### config.mk
export PLATFORM = sky130hd
export DESIGN_NAME = disk_wavetable_sound_unit_flat
export DESIGN_NICKNAME = d
export VERILOG_FILES = /design/src/hw/rtl/dwsu_pkg.sv /design/src/hw/rtl/dwsu_stream_if.sv /design/src/hw/rtl/dwsu_ctrl.sv /design/src/hw/rtl/dwsu_datapath.sv /design/src/hw/rtl/disk_wavetable_sound_unit.sv /design/src/flat_wrapper.sv
export SDC_FILE = /design/constraint.sdc
export NUM_CORES = 2
export LEC_CHECK = 0
export ABC_AREA = 1
export BUFFER_PORTS_ARGS = -buffer_cell sky130_fd_sc_hd__buf_2
export CAP_MARGIN = 20
export CORE_UTILIZATION = 60
export DETAILED_ROUTE_END_ITERATION = 6
export PLACE_DENSITY = 0.79
export SLEW_MARGIN = 15
export SYNTH_ARGS = -nofsm -noshare
export SYNTH_HDL_FRONTEND = slang
export SYNTH_HIERARCHICAL = 1
export SYNTH_SLANG_ARGS = --single-unit
### constraint.sdc
create_clock -name clk_i -period 12.27 [get_ports clk_i]
set_input_delay 2.454 -clock clk_i [delete_from_list [all_inputs] [get_ports clk_i]]
set_output_delay 2.454 -clock clk_i [all_outputs]
set_load 0.02 [all_outputs]
### src/hw/rtl/dwsu_pkg.sv
// ----------------------------------------------------------------------------
// dwsu_pkg
// types and constants shared by the wavetable sound unit
// ----------------------------------------------------------------------------
package dwsu_pkg;

  typedef enum logic [1:0] {
    OP_WRITE = 2'd0,
    OP_READ  = 2'd1,
    OP_TICK  = 2'd2,
    OP_NONE  = 2'd3
  } op_e;

  localparam logic [15:0] WAVE_BASE = 16'h4040;
  localparam logic [15:0] WAVE_LAST = 16'h407F;
  localparam logic [15:0] REG_BASE  = 16'h4080;
  localparam logic [15:0] REG_LAST  = 16'h408A;
  localparam logic [15:0] RD_GAIN0  = 16'h4090;
  localparam logic [15:0] RD_OPEN   = 16'h4091;
  localparam logic [15:0] RD_GAIN1  = 16'h4092;

  typedef struct packed {
    op_e         op;
    logic [15:0] address;
    logic [7:0]  write_data;
    logic [7:0]  open_bus;
  } in_word_t;

  typedef struct packed {
    logic [7:0]  read_data;
    logic [11:0] sample;
  } out_word_t;

  // controller to datapath
  typedef struct packed {
    logic start;   // first step: register the item, table reads
    logic finish;  // second step: state update, result
  } dp_cmd_t;

endpackage

### src/hw/rtl/dwsu_stream_if.sv
// ----------------------------------------------------------------------------
// dwsu_stream_if
// valid/ready channel carrying one word
// ----------------------------------------------------------------------------
interface dwsu_stream_if #(parameter type T = logic);
  logic valid;
  logic ready;
  T     data;
  modport source (output valid, output data, input ready);
  modport sink (input valid, input data, output ready);
endinterface

### src/hw/rtl/dwsu_ctrl.sv
// ----------------------------------------------------------------------------
// dwsu_ctrl
// two-step sequencer with output register handshake
// ----------------------------------------------------------------------------
module dwsu_ctrl (
  input  logic            clk_i,
  input  logic            rst_ni,
  input  logic            in_valid_i,
  output logic            in_ready_o,
  output logic            out_valid_o,
  input  logic            out_ready_i,
  output dwsu_pkg::dp_cmd_t cmd_o
);
  import dwsu_pkg::*;

  typedef enum logic [1:0] {
    ST_IDLE = 2'b01,
    ST_EXEC = 2'b10
  } state_e;

  state_e state_q, state_d;
  logic   ov_q, ov_d;

  // accept when idle and result slot free or being drained
  assign in_ready_o  = (state_q == ST_IDLE) && (!ov_q || out_ready_i);
  assign out_valid_o = ov_q;
  assign cmd_o.start  = in_valid_i && in_ready_o;
  assign cmd_o.finish = (state_q == ST_EXEC);

  always_comb begin
    state_d = state_q;
    ov_d    = ov_q && !out_ready_i;
    unique case (state_q)
      ST_IDLE: if (cmd_o.start) state_d = ST_EXEC;
      ST_EXEC: begin
        state_d = ST_IDLE;
        ov_d    = 1'b1;
      end
      default: state_d = ST_IDLE;
    endcase
  end

  always_ff @(posedge clk_i or negedge rst_ni) begin
    if (!rst_ni) begin
      state_q <= ST_IDLE;
      ov_q    <= 1'b0;
    end else begin
      state_q <= state_d;
      ov_q    <= ov_d;
    end
  end
endmodule

### src/hw/rtl/dwsu_datapath.sv
// ----------------------------------------------------------------------------
// dwsu_datapath
// registers, tables, phase accumulator, envelopes and sample scaling
// ----------------------------------------------------------------------------
module dwsu_datapath #(
  parameter int WAVE_ENTRIES = 64,
  parameter int MOD_ENTRIES  = 32
) (
  input  logic                 clk_i,
  input  logic                 rst_ni,
  input  dwsu_pkg::dp_cmd_t    cmd_i,
  input  dwsu_pkg::in_word_t   in_i,
  output dwsu_pkg::out_word_t  out_o
);
  import dwsu_pkg::*;

  localparam int WA = $clog2(WAVE_ENTRIES);
  localparam int MA = $clog2(MOD_ENTRIES);

  logic [7:0]  regs_q [11];
  logic [5:0]  gain_q [2];
  logic [5:0]  step_q [2];
  logic [11:0] presc_q;
  logic [2:0]  phase_q;
  logic [18:0] fshift_q;
  logic [17:0] macc_q;
  logic [7:0]  gshift_q;
  logic [24:0] latch_q;
  logic [24:0] sum_q;
  logic [2:0]  mod_mem [MOD_ENTRIES];
  logic [5:0]  wave_mem [WAVE_ENTRIES];
  logic [MOD_ENTRIES-1:0]  mod_vld_q;
  logic [WAVE_ENTRIES-1:0] wave_vld_q;

  in_word_t    cur_q;
  logic [2:0]  mod_rd_q;
  logic [5:0]  wave_rd_q;
  logic        mod_rv_q, wave_rv_q;
  logic [5:0]  wave_sd_q;
  logic        wave_sv_q;
  out_word_t   out_q;

  // first step: register the item and read the tables
  logic [17:0] macc_pre;
  assign macc_pre = macc_q + {6'd0, regs_q[7][3:0], regs_q[6]};

  logic [MA-1:0] mod_ra;
  logic [WA-1:0] wave_ra;
  always_comb begin
    mod_ra  = macc_pre[13 +: MA];
    wave_ra = (in_i.op == OP_TICK) ? latch_q[19 +: WA] : in_i.address[WA-1:0];
  end

  always_ff @(posedge clk_i) begin
    if (cmd_i.start) begin
      cur_q     <= in_i;
      mod_rd_q  <= mod_mem[mod_ra];
      mod_rv_q  <= mod_vld_q[mod_ra];
      wave_rd_q <= wave_mem[wave_ra];
      wave_rv_q <= wave_vld_q[wave_ra];
    end
  end

  // second step decode
  logic is_wave, is_reg, wr_en, tk_en, wave_wr_on;
  logic [3:0] ridx;
  logic [15:0] roff;
  assign wave_wr_on = regs_q[9][7];
  assign is_wave = cur_q.address >= WAVE_BASE && cur_q.address <= WAVE_LAST;
  assign is_reg  = cur_q.address >= REG_BASE && cur_q.address <= REG_LAST;
  assign roff    = cur_q.address - REG_BASE;
  assign ridx    = roff[3:0];
  assign wr_en   = cmd_i.finish && cur_q.op == OP_WRITE;
  assign tk_en   = cmd_i.finish && cur_q.op == OP_TICK && !wave_wr_on;

  // modulation gain, clamped to signed byte
  logic [2:0]  tval;
  logic [5:0]  g1;
  logic [8:0]  mag;
  logic signed [10:0] adj;
  logic [7:0]  gs_load;
  always_comb begin
    tval = mod_rv_q ? mod_rd_q : 3'd0;
    g1   = gain_q[1];
    mag  = '0;
    adj  = '0;
    if (tval[1:0] != 2'd0) begin
      if (tval[2]) begin
        mag = 9'(g1) * (9'd4 - 9'(tval[1:0]));
        adj = -$signed({2'b00, mag});
      end else begin
        mag = 9'(g1) * 9'(tval[1:0]);
        adj = $signed({2'b00, mag});
      end
    end
    adj = adj <<< 1;
    if (adj > 11'sd127) adj = 11'sd127;
    if (adj < -11'sd128) adj = -11'sd128;
    gs_load = regs_q[7][7] ? 8'h80 : 8'(11'sd128 + adj);
  end

  // serial phase accumulator step
  logic [18:0] fs_n;
  logic [7:0]  gs_n;
  logic [24:0] sum_n, latch_n;
  always_comb begin
    if (phase_q == 3'd0) begin
      fs_n = {7'd0, regs_q[3][3:0], regs_q[2]};
      gs_n = gs_load;
    end else begin
      fs_n = {fshift_q[17:0], 1'b0};
      gs_n = {1'b0, gshift_q[7:1]};
    end
    sum_n   = latch_q + {6'd0, fs_n};
    latch_n = gs_n[0] ? sum_n : latch_q;
  end

  // second wave read at the advanced phase, picked once the gain bit is known
  logic [WA-1:0] wave_sa;
  assign wave_sa = sum_n[19 +: WA];
  always_ff @(posedge clk_i) begin
    if (cmd_i.start) begin
      wave_sd_q <= wave_mem[wave_sa];
      wave_sv_q <= wave_vld_q[wave_sa];
    end
  end

  // envelope prescaler
  logic        fire;
  logic [13:0] pn;
  logic [11:0] presc_n;
  always_comb begin
    fire = presc_q <= 12'd1;
    pn   = {2'd0, presc_q} + 14'(3 * regs_q[10]);
    if (fire) presc_n = (pn >= 14'd1) ? 12'(pn - 14'd1) : 12'd0;
    else presc_n = presc_q - 12'd1;
  end

  // envelope step
  logic [5:0] gain_n [2];
  logic [5:0] step_n [2];
  always_comb begin
    for (int x = 0; x < 2; x++) begin
      gain_n[x] = gain_q[x];
      step_n[x] = step_q[x];
    end
    if (fire && !regs_q[3][6]) begin
      for (int x = 0; x < 2; x++) begin
        if (!regs_q[x*4][7]) begin
          if (step_q[x] == 6'd0) begin
            if (regs_q[x*4][6]) begin
              if (gain_q[x] < 6'h3F) gain_n[x] = gain_q[x] + 6'd1;
            end else if (gain_q[x] > 6'd0) gain_n[x] = gain_q[x] - 6'd1;
            step_n[x] = regs_q[x*4][5:0];
          end else step_n[x] = step_q[x] - 6'd1;
        end
      end
    end
  end

  // sample: wave * min(gain0,32) * 4 / (2..5)
  logic [5:0]  wv, k;
  logic [13:0] prod;
  logic [11:0] smp;
  always_comb begin
    if (gs_n[0]) wv = wave_sv_q ? wave_sd_q : 6'd0;
    else wv = wave_rv_q ? wave_rd_q : 6'd0;
    k    = (gain_n[0] > 6'h20) ? 6'h20 : gain_n[0];
    prod = {12'(wv) * 12'(k), 2'b00};
    case (regs_q[9][1:0])
      2'd0: smp = 12'(prod >> 1);
      2'd1: smp = 12'((30'(prod) * 30'd21846) >> 16);
      2'd2: smp = 12'(prod >> 2);
      default: smp = 12'((30'(prod) * 30'd13108) >> 16);
    endcase
  end

  // read mux
  logic [7:0] rd;
  always_comb begin
    rd = 8'd0;
    if (is_wave) rd = {cur_q.open_bus[7:6], (wave_rv_q ? wave_rd_q : 6'd0)};
    else if (cur_q.address == RD_GAIN0) rd = {cur_q.open_bus[7:6], gain_q[0]};
    else if (cur_q.address == RD_GAIN1) rd = {cur_q.open_bus[7:6], gain_q[1]};
    else if (cur_q.address == RD_OPEN) rd = cur_q.open_bus;
  end

  // result register
  always_ff @(posedge clk_i) begin
    if (cmd_i.finish) begin
      out_q.read_data <= (cur_q.op == OP_READ) ? rd : 8'd0;
      out_q.sample    <= tk_en ? smp : 12'd0;
    end
  end
  assign out_o = out_q;

  // table writes
  logic [MA-1:0] mptr;
  assign mptr = regs_q[5][MA-1:0];
  always_ff @(posedge clk_i) begin
    if (wr_en && is_wave && wave_wr_on) wave_mem[cur_q.address[WA-1:0]] <= cur_q.write_data[5:0];
    if (wr_en && is_reg && ridx == 4'd8) mod_mem[mptr] <= cur_q.write_data[2:0];
  end

  // state update
  always_ff @(posedge clk_i or negedge rst_ni) begin
    if (!rst_ni) begin
      for (int i = 0; i < 11; i++) regs_q[i] <= '0;
      for (int i = 0; i < 2; i++) begin
        gain_q[i] <= '0;
        step_q[i] <= '0;
      end
      presc_q <= '0; phase_q <= '0; fshift_q <= '0; macc_q <= '0;
      gshift_q <= '0; latch_q <= '0; sum_q <= '0;
      mod_vld_q <= '0; wave_vld_q <= '0;
    end else if (wr_en) begin
      if (is_wave && wave_wr_on) wave_vld_q[cur_q.address[WA-1:0]] <= 1'b1;
      if (is_reg) begin
        if ((ridx == 4'd0 || ridx == 4'd4) && cur_q.write_data[7])
          gain_q[ridx[2]] <= cur_q.write_data[5:0];
        if (ridx == 4'd7 || ridx == 4'd8) macc_q <= '0;
        if (ridx == 4'd7) regs_q[5] <= '0;
        if (ridx == 4'd8) begin
          mod_vld_q[mptr] <= 1'b1;
          regs_q[5] <= 8'(MA'(mptr + 1'b1));
        end
        if (ridx != 4'd7 && ridx != 4'd8) regs_q[ridx] <= cur_q.write_data;
        else regs_q[ridx] <= cur_q.write_data;
      end
    end else if (tk_en) begin
      if (phase_q == 3'd0) macc_q <= macc_pre;
      fshift_q <= fs_n;
      gshift_q <= gs_n;
      sum_q    <= sum_n;
      latch_q  <= latch_n;
      phase_q  <= phase_q + 3'd1;
      presc_q  <= presc_n;
      for (int x = 0; x < 2; x++) begin
        gain_q[x] <= gain_n[x];
        step_q[x] <= step_n[x];
      end
    end
  end
endmodule

### src/hw/rtl/disk_wavetable_sound_unit.sv
// ----------------------------------------------------------------------------
// disk_wavetable_sound_unit
// wavetable sound unit: bus access and ticks through one word channel
// ----------------------------------------------------------------------------
// result: acceptance registers the word and table reads, the finish step loads the result
// a new word is taken only in idle, after the table read and update steps of the last one
// a waiting result holds off the next word until the cycle it is taken
// reset: asynchronous active low, clears control, registers, envelopes, accumulator and table valid bits
module disk_wavetable_sound_unit #(
  parameter int WAVE_ENTRIES = 64,
  parameter int MOD_ENTRIES  = 32
) (
  input  logic clk_i,
  input  logic rst_ni,
  dwsu_stream_if.sink   in_if,
  dwsu_stream_if.source out_if
);
  import dwsu_pkg::*;

  dp_cmd_t cmd;

  dwsu_ctrl u_ctrl (
    .clk_i, .rst_ni,
    .in_valid_i (in_if.valid),
    .in_ready_o (in_if.ready),
    .out_valid_o(out_if.valid),
    .out_ready_i(out_if.ready),
    .cmd_o      (cmd)
  );

  dwsu_datapath #(.WAVE_ENTRIES(WAVE_ENTRIES), .MOD_ENTRIES(MOD_ENTRIES)) u_dp (
    .clk_i, .rst_ni,
    .cmd_i(cmd),
    .in_i (in_if.data),
    .out_o(out_if.data)
  );

  a_no_overlap: assert property (@(posedge clk_i) disable iff (!rst_ni)
    cmd.start |=> !cmd.start && cmd.finish) else $error("start overlap");
  a_finish_valid: assert property (@(posedge clk_i) disable iff (!rst_ni)
    cmd.finish |=> out_if.valid) else $error("result lost");
  a_exclusive: assert property (@(posedge clk_i) disable iff (!rst_ni)
    !(cmd.start && cmd.finish)) else $error("start during finish");
endmodule

### src/flat_wrapper.sv
// flat-port wrapper written by rule: the top's interface ports become plain ports
module disk_wavetable_sound_unit_flat import dwsu_pkg::*;
#(
  parameter int WAVE_ENTRIES = 64,
  parameter int MOD_ENTRIES  = 32
)
  (clk_i, rst_ni, in_if_valid, in_if_data, in_if_ready, out_if_valid, out_if_data, out_if_ready);
  dwsu_stream_if #(.T(in_word_t)) in_if_i ();
  dwsu_stream_if #(.T(out_word_t)) out_if_i ();
  input  logic clk_i;
  input  logic rst_ni;
  input wire logic [$bits(in_if_i.valid)-1:0] in_if_valid;
  input wire logic [$bits(in_if_i.data)-1:0] in_if_data;
  output wire logic [$bits(in_if_i.ready)-1:0] in_if_ready;
  output wire logic [$bits(out_if_i.valid)-1:0] out_if_valid;
  output wire logic [$bits(out_if_i.data)-1:0] out_if_data;
  input wire logic [$bits(out_if_i.ready)-1:0] out_if_ready;
  assign in_if_i.valid = in_if_valid;
  assign in_if_i.data = in_if_data;
  assign in_if_ready = in_if_i.ready;
  assign out_if_valid = out_if_i.valid;
  assign out_if_data = out_if_i.data;
  assign out_if_i.ready = out_if_ready;
  disk_wavetable_sound_unit #(.WAVE_ENTRIES(WAVE_ENTRIES), .MOD_ENTRIES(MOD_ENTRIES)) u_core (.clk_i(clk_i), .rst_ni(rst_ni), .in_if(in_if_i), .out_if(out_if_i));
endmodule
Yosys cells after proc, flatten, opt, wreduce, memory -nomap -nowiden

Memory sizes are Yosys's and may differ from the RTL's. A register that Yosys moved wholly into a read port is not among the register bits.
Cells that the tools add are included.

Eq/ne operators: 19
Add/sub/neg operators: 17
Bitwise logic cells: 7
Reductions and logical operators: 48
Multiplexer cells: 69
$mul: 6
$lt $le $gt $ge: 24

Operators with widths:

| kind                                                                 | number |
|---|---|
| 2-to-1 mux 6 bit                                                     | 18 |
| 2-to-1 mux 8 bit                                                     | 12 |
| 2-to-1 mux 18 bit                                                    | 5 |
| bitwise mux 88 bit                                                   | 1 |
| 2-to-1 mux 12 bit                                                    | 7 |
| bitwise OR 64 bit                                                    | 1 |
| equality test 16 x 15 -> 1 bit (second input constant)               | 3 |
| one-hot mux 12 bit (3 select lines)                                  | 1 |
| demux 8 bit (select 4 bit)                                           | 1 |
| greater-or-equal comparator 16 x 15 -> 1 bit (second input constant) | 2 |
| less-or-equal comparator 16 x 15 -> 1 bit (second input constant)    | 2 |
| bitwise OR 32 bit                                                    | 1 |
| adder 25 x 19 -> 25 bit                                              | 1 |
| multiplier 12 x 14 -> 25 bit (second input constant)                 | 1 |
| multiplier 12 x 12 -> 24 bit (second input constant)                 | 1 |
| subtractor 12 x 1 -> 12 bit (second input constant)                  | 2 |
| subtractor 6 x 1 -> 6 bit (second input constant)                    | 4 |
| less-than comparator 6 x 7 -> 1 bit (second input constant)          | 3 |
| 2-to-1 mux 10 bit                                                    | 2 |
| logical AND 1 bit                                                    | 19 |
| 2-to-1 mux 19 bit                                                    | 1 |
| adder 18 x 12 -> 18 bit                                              | 1 |
| adder 12 x 10 -> 13 bit                                              | 1 |
| greater-or-equal comparator 13 x 1 -> 1 bit (second input constant)  | 1 |
| 56 further kinds                                                     | 99 |

Memories: 2
Register bits: 352
Output and inout port bits: 22
Bits in writable memories: 480
Input bits: 38

Memory list:

| name                 | depth | width | read ports | clocked after memory_dff | wr ports | RTL line            | source |
|---|---|---|---|---|---|---|---|
| u_core.u_dp.wave_mem | 64    | 6     | 2          | 2                        | 1        | dwsu_datapath.sv:31 | `logic [5:0] wave_mem [WAVE_ENTRIES];` |
| u_core.u_dp.mod_mem  | 32    | 3     | 1          | 1                        | 1        | dwsu_datapath.sv:30 | `logic [2:0] mod_mem [MOD_ENTRIES];` |

Longest topological paths before layout

Depth after elaboration: 17
Depth in mapped cells: 73

By module

Netlist, hierarchy kept.

Modules (own cells, without submodules):

| module        | instances | area an instance (um^2) | cells an instance | seq. area each (um^2) |
|---|---|---|---|---|
| dwsu_datapath | 1         | 49683.9                 | 5812              | 23107.2 |
| dwsu_ctrl     | 1         | 132.6                   | 16                | 76.3 |

Worst setup path after synthesis

No wires, ideal clock.

Path kind: reg-to-reg
Start point: register u_core.u_dp.mod_rv_q
End point: register u_core.u_dp.out_q (netlist bit u_core/u_dp/out_o[10]) (data pin)
Stages on the path, launching flop included: 66
Period minus slack after synthesis: 11184 ps
Slack: 1086 ps
Arrival: 10918 ps
Setup time: 266 ps
Cell sequence: edfxtp_1 nand2_1 ha_1 clkbuf_1 nand2_1 inv_1 ha_1 fa_1 inv_1 fa_1 nand3b_1 nor2_1 nand2_1 nor2_1 nand2_1 nand2_1 nand3_1 nand3_1 [30 not listed] fa_1 inv_1 fa_1 inv_1 ha_1 inv_1 o21ai_0 nor2_1 a21boi_0 o21ai_0 nand2_1 o211ai_1 a21oi_1 nand2_1 nand3_1 nand2_1 nor2_1 nor2_1

Longest elaborated chain between the ends: 17
Elaborated cells on any way between the ends: 20
Those cells by class: add/sub: 3; mul: 5; order compare: 2; mux: 9; reduce/logical: 1

RTL lines:

| element                                                                      | RTL line                                   | source |
|---|---|---|
| start: declaration                                                           | dwsu_datapath.sv:38                        | `logic mod_rv_q, wave_rv_q;` |
| start signal: assignment                                                     | dwsu_datapath.sv:58                        | `mod_rv_q <= mod_vld_q[mod_ra];` |
| 2-to-1 mux 3 bit *                                                           | dwsu_datapath.sv:83                        | `tval = mod_rv_q ? mod_rd_q : 3'd0;` |
| subtractor 3 x 2 -> 4 bit                                                    | dwsu_datapath.sv:89                        | `mag = 9'(g1) * (9'd4 - 9'(tval[1:0]));` |
| multiplier 7 x 4 -> 9 bit                                                    | dwsu_datapath.sv:89                        |  |
| negation 9 -> 10 bit                                                         | dwsu_datapath.sv:90                        | `adj = -$signed({2'b00, mag});` |
| 2-to-1 mux 10 bit                                                            | dwsu_datapath.sv:88                        | `if (tval[2]) begin` |
| 2-to-1 mux 10 bit *                                                          | dwsu_datapath.sv:87                        | `if (tval[1:0] != 2'd0) begin` |
| greater-than comparator 11 x 8 -> 1 bit                                      | dwsu_datapath.sv:97                        | `if (adj > 11'sd127) adj = 11'sd127;` |
| 2-to-1 mux 11 bit *                                                          | dwsu_datapath.sv:97                        |  |
| less-than comparator 11 x 8 -> 1 bit                                         | dwsu_datapath.sv:98                        | `if (adj < -11'sd128) adj = -11'sd128;` |
| 2-to-1 mux 8 bit *                                                           | dwsu_datapath.sv:98                        |  |
| adder 8 bit *                                                                | dwsu_datapath.sv:99                        | `gs_load = regs_q[7][7] ? 8'h80 : 8'(11'sd128 + adj);` |
| 2-to-1 mux 8 bit *                                                           | dwsu_datapath.sv:99                        |  |
| 2-to-1 mux 8 bit *                                                           | dwsu_datapath.sv:107                       | `if (phase_q == 3'd0) begin` |
| 2-to-1 mux 6 bit *                                                           | dwsu_datapath.sv:166                       | `if (gs_n[0]) wv = wave_sv_q ? wave_sd_q : 6'd0;` |
| multiplier 6 x 6 -> 12 bit *                                                 | dwsu_datapath.sv:169                       | `prod = {12'(wv) * 12'(k), 2'b00};` |
| multiplier 12 x 14 -> 25 bit or multiplier 12 x 12 -> 24 bit (tied branches) | dwsu_datapath.sv:172, dwsu_datapath.sv:174 |  |
| one-hot mux 12 bit (3 select lines) *                                        | dwsu_datapath.sv:170                       | `case (regs_q[9][1:0])` |
| end: declaration                                                             | dwsu_datapath.sv:41                        | `out_word_t out_q;` |

Every way passes the cells marked *; elsewhere a longest branch is shown, timed or not.
A chain may end at the register's enable or synchronous reset.

Worst setup path in the final report

Same ends and word-level chain as after synthesis.

==> flow_summary.json <==
{
  "synth_area_leaders": "edfxtp_1 (33%), dfrtp_1 (13%), nand2_1 (9.3%), nand3_1 (7.3%), ha_1 (6.2%)",
  "drtPass1Iterations": 7,
  "nNetsFinal": 6178,
  "grt_max_degree": 166,
  "start_util_pct": 60.67,
  "period_share_pct": 94.09,
  "dieArea_mm2": 0.08418,
  "drive_gt1_share_pct": 6.364,
  "grt_pass1_wl_um": 229200,
  "n_antenna_cell": 0,
  "drt-total-wl_um": 148800,
  "ys_ff_latch": 816,
  "fin_cells": 6931,
  "synth_area_leader_cell": "edfxtp_1",
  "cts.clk_slew.worst_paths_ns": 0.06,
  "hold_class": "flip-flop to flip-flop",
  "place_inst": 6756,
  "syn_area_mm2": 0.04982,
  "outcome": "complete, but fails checks",
  "gp_congestion": 0.9902,
  "clock.fmax_mhz": 86.61,
  "die_x_um": 290.1,
  "synth.distinct_cells": 62,
  "finalSetupViolCount": 0,
  "insertion_delay_ns": 0.68,
  "synth-main-ff-cell": "edfxtp_1",
  "avgSynthCellArea_um2": 8.548,
  "path_max_fanout": 12,
  "drc_errors": 3,
  "antenna_found_initial": 3,
  "viasPerCell": 6.185,
  "slew_viol_final": 0,
  "ys_warn_count": 6,
  "slowest_stage": "fa_1",
  "path_class": "flip-flop to flip-flop",
  "synth_top_area_share_pct": 33.27,
  "dr_total_vias": 42870,
  "hpwl_um": 96950,
  "first_global_vias": 41343,
  "ioPinCount": 60,
  "tightest_slew_ns": 1.221,
  "slowest_delay_ns": 0.57,
  "area_growth_pct": 8.065,
  "syn_inst": 5828,
  "core-area_mm2": 0.08211,
  "nFillCells": 6615,
  "path_delay_family": "adder cells",
  "crit_buf_inv": 13,
  "hold_viol": 0,
  "maxCapViolCount": 0,
  "worstPathArrival_ns": 11.94,
  "synth.yosys.seq_area_share_pct": 46.54,
  "fin_ws_ns": 0.7246,
  "port_buffers": 59,
  "min_period_ns": 11.55,
  "rows": 105,
  "crit_path_frequent_cell": "inv_1",
  "violations": "design-rule violations",
  "ctsHtreeMaxLevel": 3,
  "end_kind": "flip-flop",
  "dpl_worst_slack_ns": 0.3601,
  "overflow": 0,
  "syn_nets": 6221,
  "cts.sinks": 816,
  "ys_async_sr_fraction_pct": 32.35,
  "wire_per_inst_um": 21.47,
  "cts_buffers": 90,
  "first_iter_violations": 5493,
  "fin_skew_ns": 0.05256,
  "globalRouteTotalUtil_pct": 34.90,
  "root_buffer": "clkbuf_16",
  "cts_tree": "done",
  "die_h_um": 290.1,
  "synth_edf_count": 552,
  "crit_required_ns": 12.66,
  "crit_path_start_kind": "flip-flop",
  "clockBufferDepth": 3,
  "slew_headroom_pct": 18.59,
  "drtAntennaViolNets": 0
}
[path summary, 6_finish.rpt]
kind / slack [ns] / to / cells after the start / from
setup / recovery: 0.72 / u_core/u_dp/out_o[10] / 63 / u_core/u_dp/mod_rv_q
hold / removal: 0.46 / u_core/u_dp/mod_vld_q[5] / 2 / u_core/u_dp/mod_vld_q[5]
setup reg to reg: 0.72 / u_core/u_dp/out_o[10] / 63 / u_core/u_dp/mod_rv_q
hold reg to reg: 0.46 / u_core/u_dp/mod_vld_q[5] / 2 / u_core/u_dp/mod_vld_q[5]
max in group asynchronous: 8.92 / u_core/u_ctrl/out_valid_o / 2 / rst_ni
min in group asynchronous: 1.80 / u_core/u_dp/fshift_q[13] / 1 / rst_ni
[layer usage]
metal	routed length, um	track usage [%]
met1	56310	45.76
met2	67350	54.70
met3	17830	8.333
met4	7313	16.77
met5	23	0
[final cells by class]
type | instances | area (um^2) | area share (%)
flip-flops and latches | 816 | 23180 | 43.06
multi-input cells | 3993 | 22790 | 42.33
repair buffers | 118 | 780.7 | 1.450
clock inverters | 51 | 425.4 | 0.7902
clock buffers | 117 | 2436 | 4.525
well taps | 1070 | 1339 | 2.487
inverters | 766 | 2883 | 5.355
[flip-flops by register name (all words and copies together), names as in the netlist, 2 cells and up]
signal                  flops
u_core/u_dp/latch_q        25
u_core/u_dp/wave_vld_q     64
u_core/u_dp/gain_q          6
u_core/u_dp/step_q         12
u_core/u_dp/regs_q         53
u_core/u_dp/wave_sd_q       6
u_core/u_dp/mptr            5
u_core/u_dp/out_o          20
u_core/u_dp/wave_rd_q       6
u_core/u_dp/mod_vld_q      32
u_core/u_ctrl/state_q       2
u_core/u_dp/g1              6
u_core/u_dp/phase_q         3
u_core/u_dp/presc_q        12
u_core/u_dp/mod_rd_q        3
u_core/u_dp/fshift_q       18
u_core/u_dp/macc_q         18
u_core/u_dp/cur_q          34
u_core/u_dp/mod_mem        96
u_core/u_dp/gshift_q        7
u_core/u_dp/wave_mem      384
[through the flow]
stage	instance area, um^2	utilization (%)	setup TNS, ns	hold slack [ns]
finish	53830	65.56	0	0.4599
global route	53830	65.56	-0.03370	0.4667
CTS	53690	65.38	0	0.4572
detailed placement	50820	61.90	0	0.4447
global placement	50820	61.90	0	0.4382
floorplan	49820	-	0	0.4275
[synth_stat cells, types with 28 or more instances]
master / n
nand3_1: 726
or2_2: 42
clkbuf_1: 146
buf_4: 29
inv_1: 742
nor2_1: 448
o21ai_0: 509
ha_1: 245
buf_2: 64
o211ai_1: 109
xnor2_1: 28
xor2_1: 55
dfrtp_1: 263
o22ai_1: 39
a21oi_1: 229
nand2_1: 1235
fa_1: 110
edfxtp_1: 552
o221ai_1: 31
[cell families after synthesis]
kind of cell,after synthesis,synth area share [%]
muxes,2,0.04019
and+or+nand+nor,2555,21.96
xor gates and xnor gates,85,1.537
adders and majority gates,355,10.57
DFF,816,46.54
AOI/OAI and AO/OA,996,11.25
buffers and inverters,1019,8.102
[tightest hold or removal path: cells and delay by family, from the launching register on]
family	cells	cell delay, ns
buffers and inverters	1	0.05
AOI/OAI and AO/OA	1	0.06
DFF	1	0.32
[placed cells by master (no fill, tap or decap), drive strengths merged, types with 3 or more instances in the layout]
cell,count
nand4,28
a21boi,3
o21bai,7
nand2,1245
clkinv,51
nor4,5
nor3,18
a22oi,5
a21o,9
xor2,56
edfxtp,552
fa,110
xnor2,28
o211ai,109
or2,46
buf,118
clkbuf,117
a31oi,6
o31ai,11
inv,764
nand3b,16
o22ai,39
o21ai,530
a21oi,230
a211oi,4
ha,245
nand3,733
o221ai,31
dfrtp,263
nor2,458
[what timing repair did]
| item | CTS | global route |
|---|---|---|
| hold buffers | 0 | 0 |
| buffers inserted | 0 | 6 |
| endpoints found under the setup margin | 0 | 11 |
| resized for setup | 0 | 22 |
Power is left out: the tool's default activity adds up to more than one toggle a clock period on the data nets, which glitch-free logic cannot reach.
